`config.mk`:
```
export PLATFORM = sky130hd
export DESIGN_NAME = mgmt_tlv_packet_parser
export DESIGN_NICKNAME = d
export VERILOG_FILES = /design/src/hdl/mtp_pkg.sv /design/src/hdl/mtp_classify.sv /design/src/hdl/mgmt_tlv_packet_parser.sv
export SDC_FILE = /design/constraint.sdc
export NUM_CORES = 1
export LEC_CHECK = 0
export ABC_CLOCK_PERIOD_IN_PS = 8029
export BUFFER_PORTS_ARGS = -buffer_cell sky130_fd_sc_hd__buf_4
export CORE_MARGIN = 10
export CORE_UTILIZATION = 64
export CTS_CLUSTER_DIAMETER = 100
export DETAILED_ROUTE_END_ITERATION = 10
export PLACE_DENSITY = 0.83
export SLEW_MARGIN = 30
export SYNTH_ARGS = -nofsm -noshare
export SYNTH_HDL_FRONTEND = slang
export SYNTH_SLANG_ARGS = --single-unit
```
`constraint.sdc`:
```
create_clock -name clk -period 8.03 [get_ports clk]
set_input_delay 0 -clock clk [delete_from_list [all_inputs] [get_ports clk]]
set_output_delay 0 -clock clk [all_outputs]
set_load 0.05 [all_outputs]
```
`src/hdl/mtp_pkg.sv`:
```
// Shared types, codes and helper functions of the management packet byte tagger.
`default_nettype none

package mtp_pkg;

  // Parse phases of one datagram.
  typedef enum logic [3:0] {
    PH_MAGIC   = 4'd0,
    PH_TYPE    = 4'd1,
    PH_SETHDR  = 4'd2,
    PH_TLVTYPE = 4'd3,
    PH_TLVLEN  = 4'd4,
    PH_VALUE   = 4'd5,
    PH_SETRES  = 4'd6,
    PH_TRAILER = 4'd7,
    PH_RAW     = 4'd8,
    PH_SURPLUS = 4'd9,
    PH_REJECT  = 4'd10
  } phase_t;

  // Role tag given to each byte.
  typedef enum logic [3:0] {
    ROLE_MAGIC     = 4'd0,
    ROLE_TYPE      = 4'd1,
    ROLE_SETLEN    = 4'd2,
    ROLE_SALT      = 4'd3,
    ROLE_AUTH      = 4'd4,
    ROLE_TLVTYPE   = 4'd5,
    ROLE_TLVLEN    = 4'd6,
    ROLE_VALUE     = 4'd7,
    ROLE_END       = 4'd8,
    ROLE_GETALL    = 4'd9,
    ROLE_SETRESULT = 4'd10,
    ROLE_TRAILER   = 4'd11,
    ROLE_RAW       = 4'd12,
    ROLE_SURPLUS   = 4'd13,
    ROLE_REJECTED  = 4'd14
  } role_t;

  // Packet type codes.
  localparam logic [7:0] KIND_QRESP  = 8'h02;
  localparam logic [7:0] KIND_SET    = 8'h07;
  localparam logic [7:0] KIND_SETRES = 8'h08;
  localparam logic [7:0] KIND_GET    = 8'h0b;
  localparam logic [7:0] KIND_GRESP  = 8'h0c;

  // Special TLV type codes.
  localparam logic [7:0] TLV_END    = 8'hff;
  localparam logic [7:0] TLV_GETALL = 8'h63;

  // Header offsets.
  localparam logic [4:0] MAGIC_LEN    = 5'd5;
  localparam logic [4:0] SETHDR_START = 5'd6;
  localparam logic [4:0] SALT_START   = 5'd8;
  localparam logic [4:0] AUTH_START   = 5'd12;
  localparam logic [4:0] SETHDR_STOP  = 5'd28;

  // Magic characters; letters compare with the case bit forced on.
  localparam logic [7:0] CASE_BIT  = 8'h20;
  localparam logic [7:0] MAGIC_N   = 8'h6e;
  localparam logic [7:0] MAGIC_J   = 8'h6a;
  localparam logic [7:0] MAGIC_TWO = 8'h32;
  localparam logic [7:0] MAGIC_ZERO = 8'h30;

  // Parser state carried from byte to byte.
  typedef struct packed {
    logic [4:0] position;
    phase_t     phase;
    logic [7:0] kind;
    logic [7:0] tlv_code;
    logic [7:0] tlv_size;
    logic [7:0] left;
  } state_t;

  localparam state_t STATE_RESET = '{
    position: 5'd0,
    phase:    PH_MAGIC,
    kind:     8'd0,
    tlv_code: 8'd0,
    tlv_size: 8'd0,
    left:     8'd0
  };

  // Tag result of one byte.
  typedef struct packed {
    role_t      role;
    logic [7:0] kind;
    logic [7:0] tlv_code;
    logic [7:0] tlv_size;
    logic       malformed;
    logic       rejected;
    logic       frame_end;
  } result_t;

  // Check one magic byte against its offset.
  function automatic logic magic_ok(input logic [4:0] pos, input logic [7:0] b);
    logic ok;
    case (pos)
      5'd0:    ok = ((b | CASE_BIT) == MAGIC_N);
      5'd1:    ok = ((b | CASE_BIT) == MAGIC_J);
      5'd2:    ok = (b == MAGIC_TWO);
      5'd3:    ok = (b == MAGIC_ZERO);
      5'd4:    ok = (b == MAGIC_ZERO);
      default: ok = 1'b0;
    endcase
    return ok;
  endfunction

  // Number of value bytes of a TLV, fixed by type or taken from its length byte.
  function automatic logic [7:0] value_count(input logic [7:0] t, input logic [7:0] len);
    logic [7:0] n;
    case (t)
      8'h00: n = 8'd0;
      8'h05, 8'h06, 8'h0a, 8'h0b, 8'h0c, 8'h1a, 8'h1e, 8'h1f: n = 8'd1;
      8'h02, 8'h03, 8'h04, 8'h0f, 8'h20: n = 8'd4;
      8'h01: n = 8'd6;
      default: n = len;
    endcase
    return n;
  endfunction

endpackage

`default_nettype wire

```
`src/hdl/mtp_classify.sv`:
```
// Combinational byte classifier: next parser state and tag of one byte.
`default_nettype none

module mtp_classify (
  input  mtp_pkg::state_t  state,
  input  logic [7:0]       data_byte,
  input  logic             last_byte,
  output mtp_pkg::state_t  state_next,
  output mtp_pkg::result_t result
);

  always_comb begin
    mtp_pkg::state_t s;
    mtp_pkg::role_t  role;
    logic [7:0]      ttype;
    logic [7:0]      tlen;
    logic [7:0]      n;
    logic [7:0]      left_dec;
    logic [4:0]      pos_inc;
    logic            rej;

    s        = state;
    role     = mtp_pkg::ROLE_REJECTED;
    ttype    = 8'd0;
    tlen     = 8'd0;
    rej      = 1'b0;
    n        = mtp_pkg::value_count(state.tlv_code, data_byte);
    pos_inc  = state.position + 5'd1;
    left_dec = (state.left != 8'd0) ? state.left - 8'd1 : state.left;

    // Phase dispatch for one byte.
    case (state.phase)
      mtp_pkg::PH_MAGIC: begin
        if (!mtp_pkg::magic_ok(state.position, data_byte) || last_byte) begin
          rej     = 1'b1;
          s.phase = mtp_pkg::PH_REJECT;
        end else begin
          role       = mtp_pkg::ROLE_MAGIC;
          s.position = pos_inc;
          if (pos_inc >= mtp_pkg::MAGIC_LEN) begin
            s.phase = mtp_pkg::PH_TYPE;
          end
        end
      end
      mtp_pkg::PH_TYPE: begin
        role   = mtp_pkg::ROLE_TYPE;
        s.kind = data_byte;
        if (data_byte == mtp_pkg::KIND_SET) begin
          s.phase    = mtp_pkg::PH_SETHDR;
          s.position = mtp_pkg::SETHDR_START;
        end else if (data_byte == mtp_pkg::KIND_SETRES) begin
          s.phase = mtp_pkg::PH_SETRES;
        end else if (data_byte == mtp_pkg::KIND_GET || data_byte == mtp_pkg::KIND_QRESP ||
                     data_byte == mtp_pkg::KIND_GRESP) begin
          s.phase = mtp_pkg::PH_TLVTYPE;
        end else begin
          s.phase = mtp_pkg::PH_RAW;
        end
      end
      mtp_pkg::PH_SETHDR: begin
        if (state.position < mtp_pkg::SALT_START) begin
          role = mtp_pkg::ROLE_SETLEN;
        end else if (state.position < mtp_pkg::AUTH_START) begin
          role = mtp_pkg::ROLE_SALT;
        end else begin
          role = mtp_pkg::ROLE_AUTH;
        end
        s.position = pos_inc;
        if (pos_inc >= mtp_pkg::SETHDR_STOP || pos_inc < mtp_pkg::SETHDR_START) begin
          s.phase = mtp_pkg::PH_TLVTYPE;
        end
      end
      mtp_pkg::PH_TLVTYPE: begin
        s.tlv_code = data_byte;
        ttype      = data_byte;
        if (data_byte == mtp_pkg::TLV_END) begin
          role = mtp_pkg::ROLE_END;
          if (state.kind == mtp_pkg::KIND_QRESP || state.kind == mtp_pkg::KIND_GRESP) begin
            s.phase = mtp_pkg::PH_TRAILER;
          end else begin
            s.phase = mtp_pkg::PH_SURPLUS;
          end
        end else if (data_byte == mtp_pkg::TLV_GETALL) begin
          role = mtp_pkg::ROLE_GETALL;
        end else begin
          role    = mtp_pkg::ROLE_TLVTYPE;
          s.phase = mtp_pkg::PH_TLVLEN;
        end
      end
      mtp_pkg::PH_TLVLEN: begin
        role       = mtp_pkg::ROLE_TLVLEN;
        ttype      = state.tlv_code;
        tlen       = data_byte;
        s.tlv_size = data_byte;
        s.left     = n;
        s.phase    = (n == 8'd0) ? mtp_pkg::PH_TLVTYPE : mtp_pkg::PH_VALUE;
      end
      mtp_pkg::PH_VALUE: begin
        role   = mtp_pkg::ROLE_VALUE;
        ttype  = state.tlv_code;
        tlen   = state.tlv_size;
        s.left = left_dec;
        if (left_dec == 8'd0) begin
          s.phase = mtp_pkg::PH_TLVTYPE;
        end
      end
      mtp_pkg::PH_SETRES: begin
        role    = mtp_pkg::ROLE_SETRESULT;
        s.phase = mtp_pkg::PH_SURPLUS;
      end
      mtp_pkg::PH_TRAILER: begin
        role    = mtp_pkg::ROLE_TRAILER;
        s.phase = mtp_pkg::PH_SURPLUS;
      end
      mtp_pkg::PH_RAW: begin
        role = mtp_pkg::ROLE_RAW;
      end
      mtp_pkg::PH_SURPLUS: begin
        role = mtp_pkg::ROLE_SURPLUS;
      end
      default: begin
        // Rejected datagrams and meaningless phases tag every byte as rejected.
        rej     = 1'b1;
        s.phase = mtp_pkg::PH_REJECT;
      end
    endcase

    // Build the tag from the updated state.
    result.role      = role;
    result.kind      = rej ? 8'd0 : s.kind;
    result.tlv_code  = ttype;
    result.tlv_size  = tlen;
    result.malformed = last_byte && !rej && s.phase != mtp_pkg::PH_RAW &&
                       s.phase != mtp_pkg::PH_SURPLUS;
    result.rejected  = rej;
    result.frame_end = last_byte;

    // The final byte of a datagram returns the parser to its start.
    state_next = last_byte ? mtp_pkg::STATE_RESET : s;
  end

endmodule

`default_nettype wire

```
`src/hdl/mgmt_tlv_packet_parser.sv`:
```
// Top level of the management packet byte tagger: handshake, state and result register.
//
//   channel | direction | handshake            | payload
//   --------+-----------+----------------------+-------------------------------------------
//   in      | input     | in_valid / in_ready   | data_byte, last_byte
//   out     | output    | out_valid / out_ready | byte_role, packet_kind, current_tlv_type,
//           |           |                       | current_tlv_length, malformed, rejected,
//           |           |                       | frame_end
//
// Each request is classified combinationally; its tag appears in the result register on
// the next cycle, and a new byte is taken every cycle while the output is drained.
// The result register decouples the sides: in_ready is low only while a tag waits.
// Reset (rst, synchronous) returns the parser to the magic phase and empties the output.
// A byte marked last_byte also returns the parser to the magic phase.
`default_nettype none

module mgmt_tlv_packet_parser (
  input  logic       clk,
  input  logic       rst,
  input  logic       in_valid,
  output logic       in_ready,
  input  logic [7:0] data_byte,
  input  logic       last_byte,
  output logic       out_valid,
  input  logic       out_ready,
  output logic [3:0] byte_role,
  output logic [7:0] packet_kind,
  output logic [7:0] current_tlv_type,
  output logic [7:0] current_tlv_length,
  output logic       malformed,
  output logic       rejected,
  output logic       frame_end
);

  mtp_pkg::state_t  state;
  mtp_pkg::state_t  state_next;
  mtp_pkg::result_t result;
  mtp_pkg::result_t result_next;
  logic             in_accept;

  // Accept when the result register is empty or being emptied this cycle.
  assign in_ready  = !out_valid || out_ready;
  assign in_accept = in_valid && in_ready;

  mtp_classify u_classify (
    .state      (state),
    .data_byte  (data_byte),
    .last_byte  (last_byte),
    .state_next (state_next),
    .result     (result_next)
  );

  // Parser state and output valid.
  always_ff @(posedge clk) begin
    if (rst) begin
      state     <= mtp_pkg::STATE_RESET;
      out_valid <= 1'b0;
    end else begin
      if (in_accept) begin
        state     <= state_next;
        out_valid <= 1'b1;
      end else if (out_ready) begin
        out_valid <= 1'b0;
      end
    end
  end

  // Result payload register.
  always_ff @(posedge clk) begin
    if (in_accept) begin
      result <= result_next;
    end
  end

  assign byte_role          = result.role;
  assign packet_kind        = result.kind;
  assign current_tlv_type   = result.tlv_code;
  assign current_tlv_length = result.tlv_size;
  assign malformed          = result.malformed;
  assign rejected           = result.rejected;
  assign frame_end          = result.frame_end;

endmodule

`default_nettype wire
```
==> results.md <==
- TritonCTS sink count: between 70 and 80
- Period minus WS final: roughly 2400 ps
- DR DRC count: 0
- Total power: 0.835 mW
- Core area: 6720 µm²
- Gr busiest metal: met2
- CTS buffer count: 9
- DP Wirelength: 8040 µm
- Met2 usage: 35.5%
- Setup CP Type: register to register
- Row count: 30
- Crit path capture type: register
- CTS root buf: clkbuf_8
- XOR/XNOR share of the synthesized area: 1.20%
- Vias per std cell: 6.70
- Worst path cell trace: ha_1 > o21bai_1 > a211o_1 > a21o_1 > a211o_1 > or3_4 > a21oi_2
- M1 GR Usage: between 20% and 30%
- VDD IR max: 0.000108 V
- Status: completed
- Clk pin slew, worst setup/hold paths: 80 ps
- FMAX: 411 MHz
- Die W: roughly 100 µm
- Post-synth EDFFs: 31
- Area growth syn-to-layout: 11.9%
- RSZ-0062 raised after global routing: no
- Slew Limit Fails: 0
- Max_cap viols: 0
- CP startpoint kind: register
- Avg Cell Area, Syn: 8.50 µm²
- Relative slew margins: approximately 36%
- Total congestion overflow: 0
- Initial Utilization: between 60% and 70%
- Initial antenna violation count: 0
- Synthesis Warnings: 0
- Main combinational cell family by area after synthesis: simple AND/OR/NAND/NOR gates
- Distinct cells, synth: 68
- CTS tree: built
- Die ar.: 10500 µm²
- Share of cells above drive strength 1: 15.1%
- Critical Path AT: approximately 2700 ps
- CP peak stage delay: 450 ps
- DP Worst Slack: 5620 ps
- Post-route setup slack: approximately 5600 ps
- Min-delay src: last_byte
- WP data required: ~8300 ps
- Antenna Cells: 0
- Routed vias: 4128
- Crit path launch: state[36]
- Clock Tree Buf Depth: 2
- Worst r2r src: state[36]
- Simple-Gate Fraction of Synth Area: 24.8%
- Power Dens Cells: 170 nW/µm²
- Post-synthesis compound-gate area fraction: 24.5%
- Slew @ Worst Pin: roughly 950 ps
- Final WL: ~12000 µm
- Tot GR Track Use: 22.9%
- # H-tree levels: 3
- Fin crit share: 30.3%
- Worst-Skew Late Latency: around 350 ps
- DRT Pass-1 Iters: 5
- CP max FO: 12
- Pin count of the biggest net entering global routing: 43
- CP dominant cell by count: a211o_1
- Final #Nets: 551
- Leakage power total: ~1.8 nW
- Final setup violation count: 0
- Post-route ant nets: 0
- Post-synth ARST share: 0%
- Top delay family on crit path: compound AO/OA/AOI/OAI gates
- Mux cell area share after synthesis: between 2 and 2.5%
- GR Util met3: approximately 4.8%
- Post-Route Utilization: 72.9%
- Ports: between 40 and 50
- First-pass GRT wire length: between 15000 and 20000 µm
- Die Ht: 103 µm
- Slowest CP cell: dfxtp_1
- Vias in the first global route: roughly 3.9k
- Post-synthesis register bit count: 73
- Synth Area in Adders: 1.72%
- Worst hold path type: input pin to register
- Hold-critical path depth: 1
- Setup_tns: 0 ps
- CP bufs+invs: 0
- Levels on crit path: 7
- Post-synth design cell area: about 4400 µm²
- DR WL/cell: 19.0 µm
- Setup Skew: 13.5 ps
- Final hold vios: 0
- Register area share after synthesis: around two fifths
- Buffers on Ports: 45
- Worst r2r path cells: 7
- Cell count after synthesis: 515
- Drt first-iter violations: 506
- Syn_nets: ~530
- Final GP Congestion: 0.912
- Top FF cell, synth: dfxtp_1
-- path summary, 6_finish.rpt --
kind	to	slack, ps
worst min register to register	state[8]	510
worst max-delay path	state[36]	5600
worst max register to register	state[36]	5600
worst min-delay path	frame_end	40
-- cell type report --
cell class | instances | area, µm²
Clock buffer | 9 | 124
Clock inverter | 6 | 92.6
Fill cell | 529 | 1820
Inverter | 13 | 48.8
Multi-Input combinational cell | 386 | 2390
Sequential cell | 73 | 1770
Tap cell | 80 | 100
Timing Repair Buffer | 49 | 373
-- cell families after synthesis --
logic type	after synthesis
AND/OR/NAND/NOR	207
AO/OA/AOI/OAI	158
buffers and inverters	56
multiplexers	9
adder cells (fa/ha/maj)	6
flip-flops	73
XOR/XNOR	6
-- stage by stage --
step | cell area, µm² | hold WS (ps) | instances
after floorplan | 4380 | 98.9 | 515
after global placement | 4650 | 247 | 599
after detailed placement | 4650 | 253 | 599
after CTS | 4890 | 15.7 | 616
after global routing | 4900 | 28.4 | 616
final | 4900 | 37.2 | 616
-- cells in the mapped netlist, drive strengths merged, types with 2 or more instances --
master | instances | area (µm²)
or3b | 2 | 17.5
nor3 | 13 | 65.1
o32ai | 2 | 17.5
nor2 | 56 | 210
o211ai | 3 | 22.5
or3 | 7 | 48.8
o21bai | 3 | 22.5
o2111ai | 2 | 17.5
xor2 | 2 | 17.5
or4 | 5 | 37.5
a21oi | 36 | 184
a22oi | 27 | 203
nand3b | 4 | 30.0
buf | 6 | 41.3
ha | 6 | 75.1
nand3 | 14 | 70.1
nand2 | 44 | 165
dfxtp | 42 | 841
o221ai | 2 | 17.5
o21ai | 29 | 145
and3 | 3 | 18.8
inv | 12 | 45.0
and2 | 2 | 12.5
a22o | 8 | 70.1
nand2b | 8 | 50.1
clkbuf | 37 | 139
a21o | 7 | 52.6
a31oi | 6 | 37.5
a31o | 3 | 26.3
or2 | 6 | 37.5
a211o | 5 | 43.8
nor3b | 5 | 37.5
nand4 | 3 | 18.8
a311oi | 3 | 26.3
nor4b | 2 | 17.5
a32oi | 3 | 26.3
o31ai | 4 | 30.0
a211oi | 4 | 30.0
mux2i | 9 | 90.1
nor2b | 20 | 125
edfxtp | 31 | 931
xnor2 | 4 | 35.0
and3b | 2 | 17.5
nor4 | 7 | 65.1
-- registers in the layout (all words and copies together), names as in the netlist --
| name | cells |
|---|---|
| frame_end | 1 |
| byte_role | 4 |
| current_tlv_type | 8 |
| packet_kind | 8 |
| current_tlv_length | 8 |
| state | 41 |
| malformed | 1 |
| out_valid | 1 |
| rejected | 1 |
-- repair_timing --
| item | 4_1_cts | 5_1_grt |
|---|---|---|
| buffers inserted | 0 | 0 |
| hold buffers | 2 | 0 |
| endpoints found under the hold margin | 1 | 0 |
| resized for setup | 0 | 0 |
-- metal layers --
layer  vias to the layer above  part of all wire (%)
li1                       1936                     -
met1                      1902                    40
met2                       256                    47
met3                        34                    10
met4                         0                   2.9
met5                         -                     0
-- placed cells by master (no fill, tap or decap), drive strengths merged, types with 4 or more instances in the layout --
cell type	Yosys	layout
nor2	56	56
buf	6	47
nand2	44	44
dfxtp	42	42
a21oi	36	36
edfxtp	31	31
o21ai	29	29
a22oi	27	27
nor2b	20	20
nand3	14	14
inv	12	13
nor3	13	13
mux2i	9	9
clkbuf	37	9
nand2b	8	8
a22o	8	8
a21o	7	7
or3	7	7
nor4	7	7
or2	6	6
a31oi	6	6
ha	6	6
a211o	5	5
or4	5	5
nor3b	5	5
nand3b	4	4
a211oi	4	4
xnor2	4	4
o31ai	4	4
-- where the power goes --
part           total (mW)  switching [mW]  internal [mW]
logic               0.112          0.0803         0.0314
registers           0.402         0.00599          0.396
clock network       0.321           0.146          0.175
total               0.835           0.232          0.602
(Power assumes the default switching activity.)
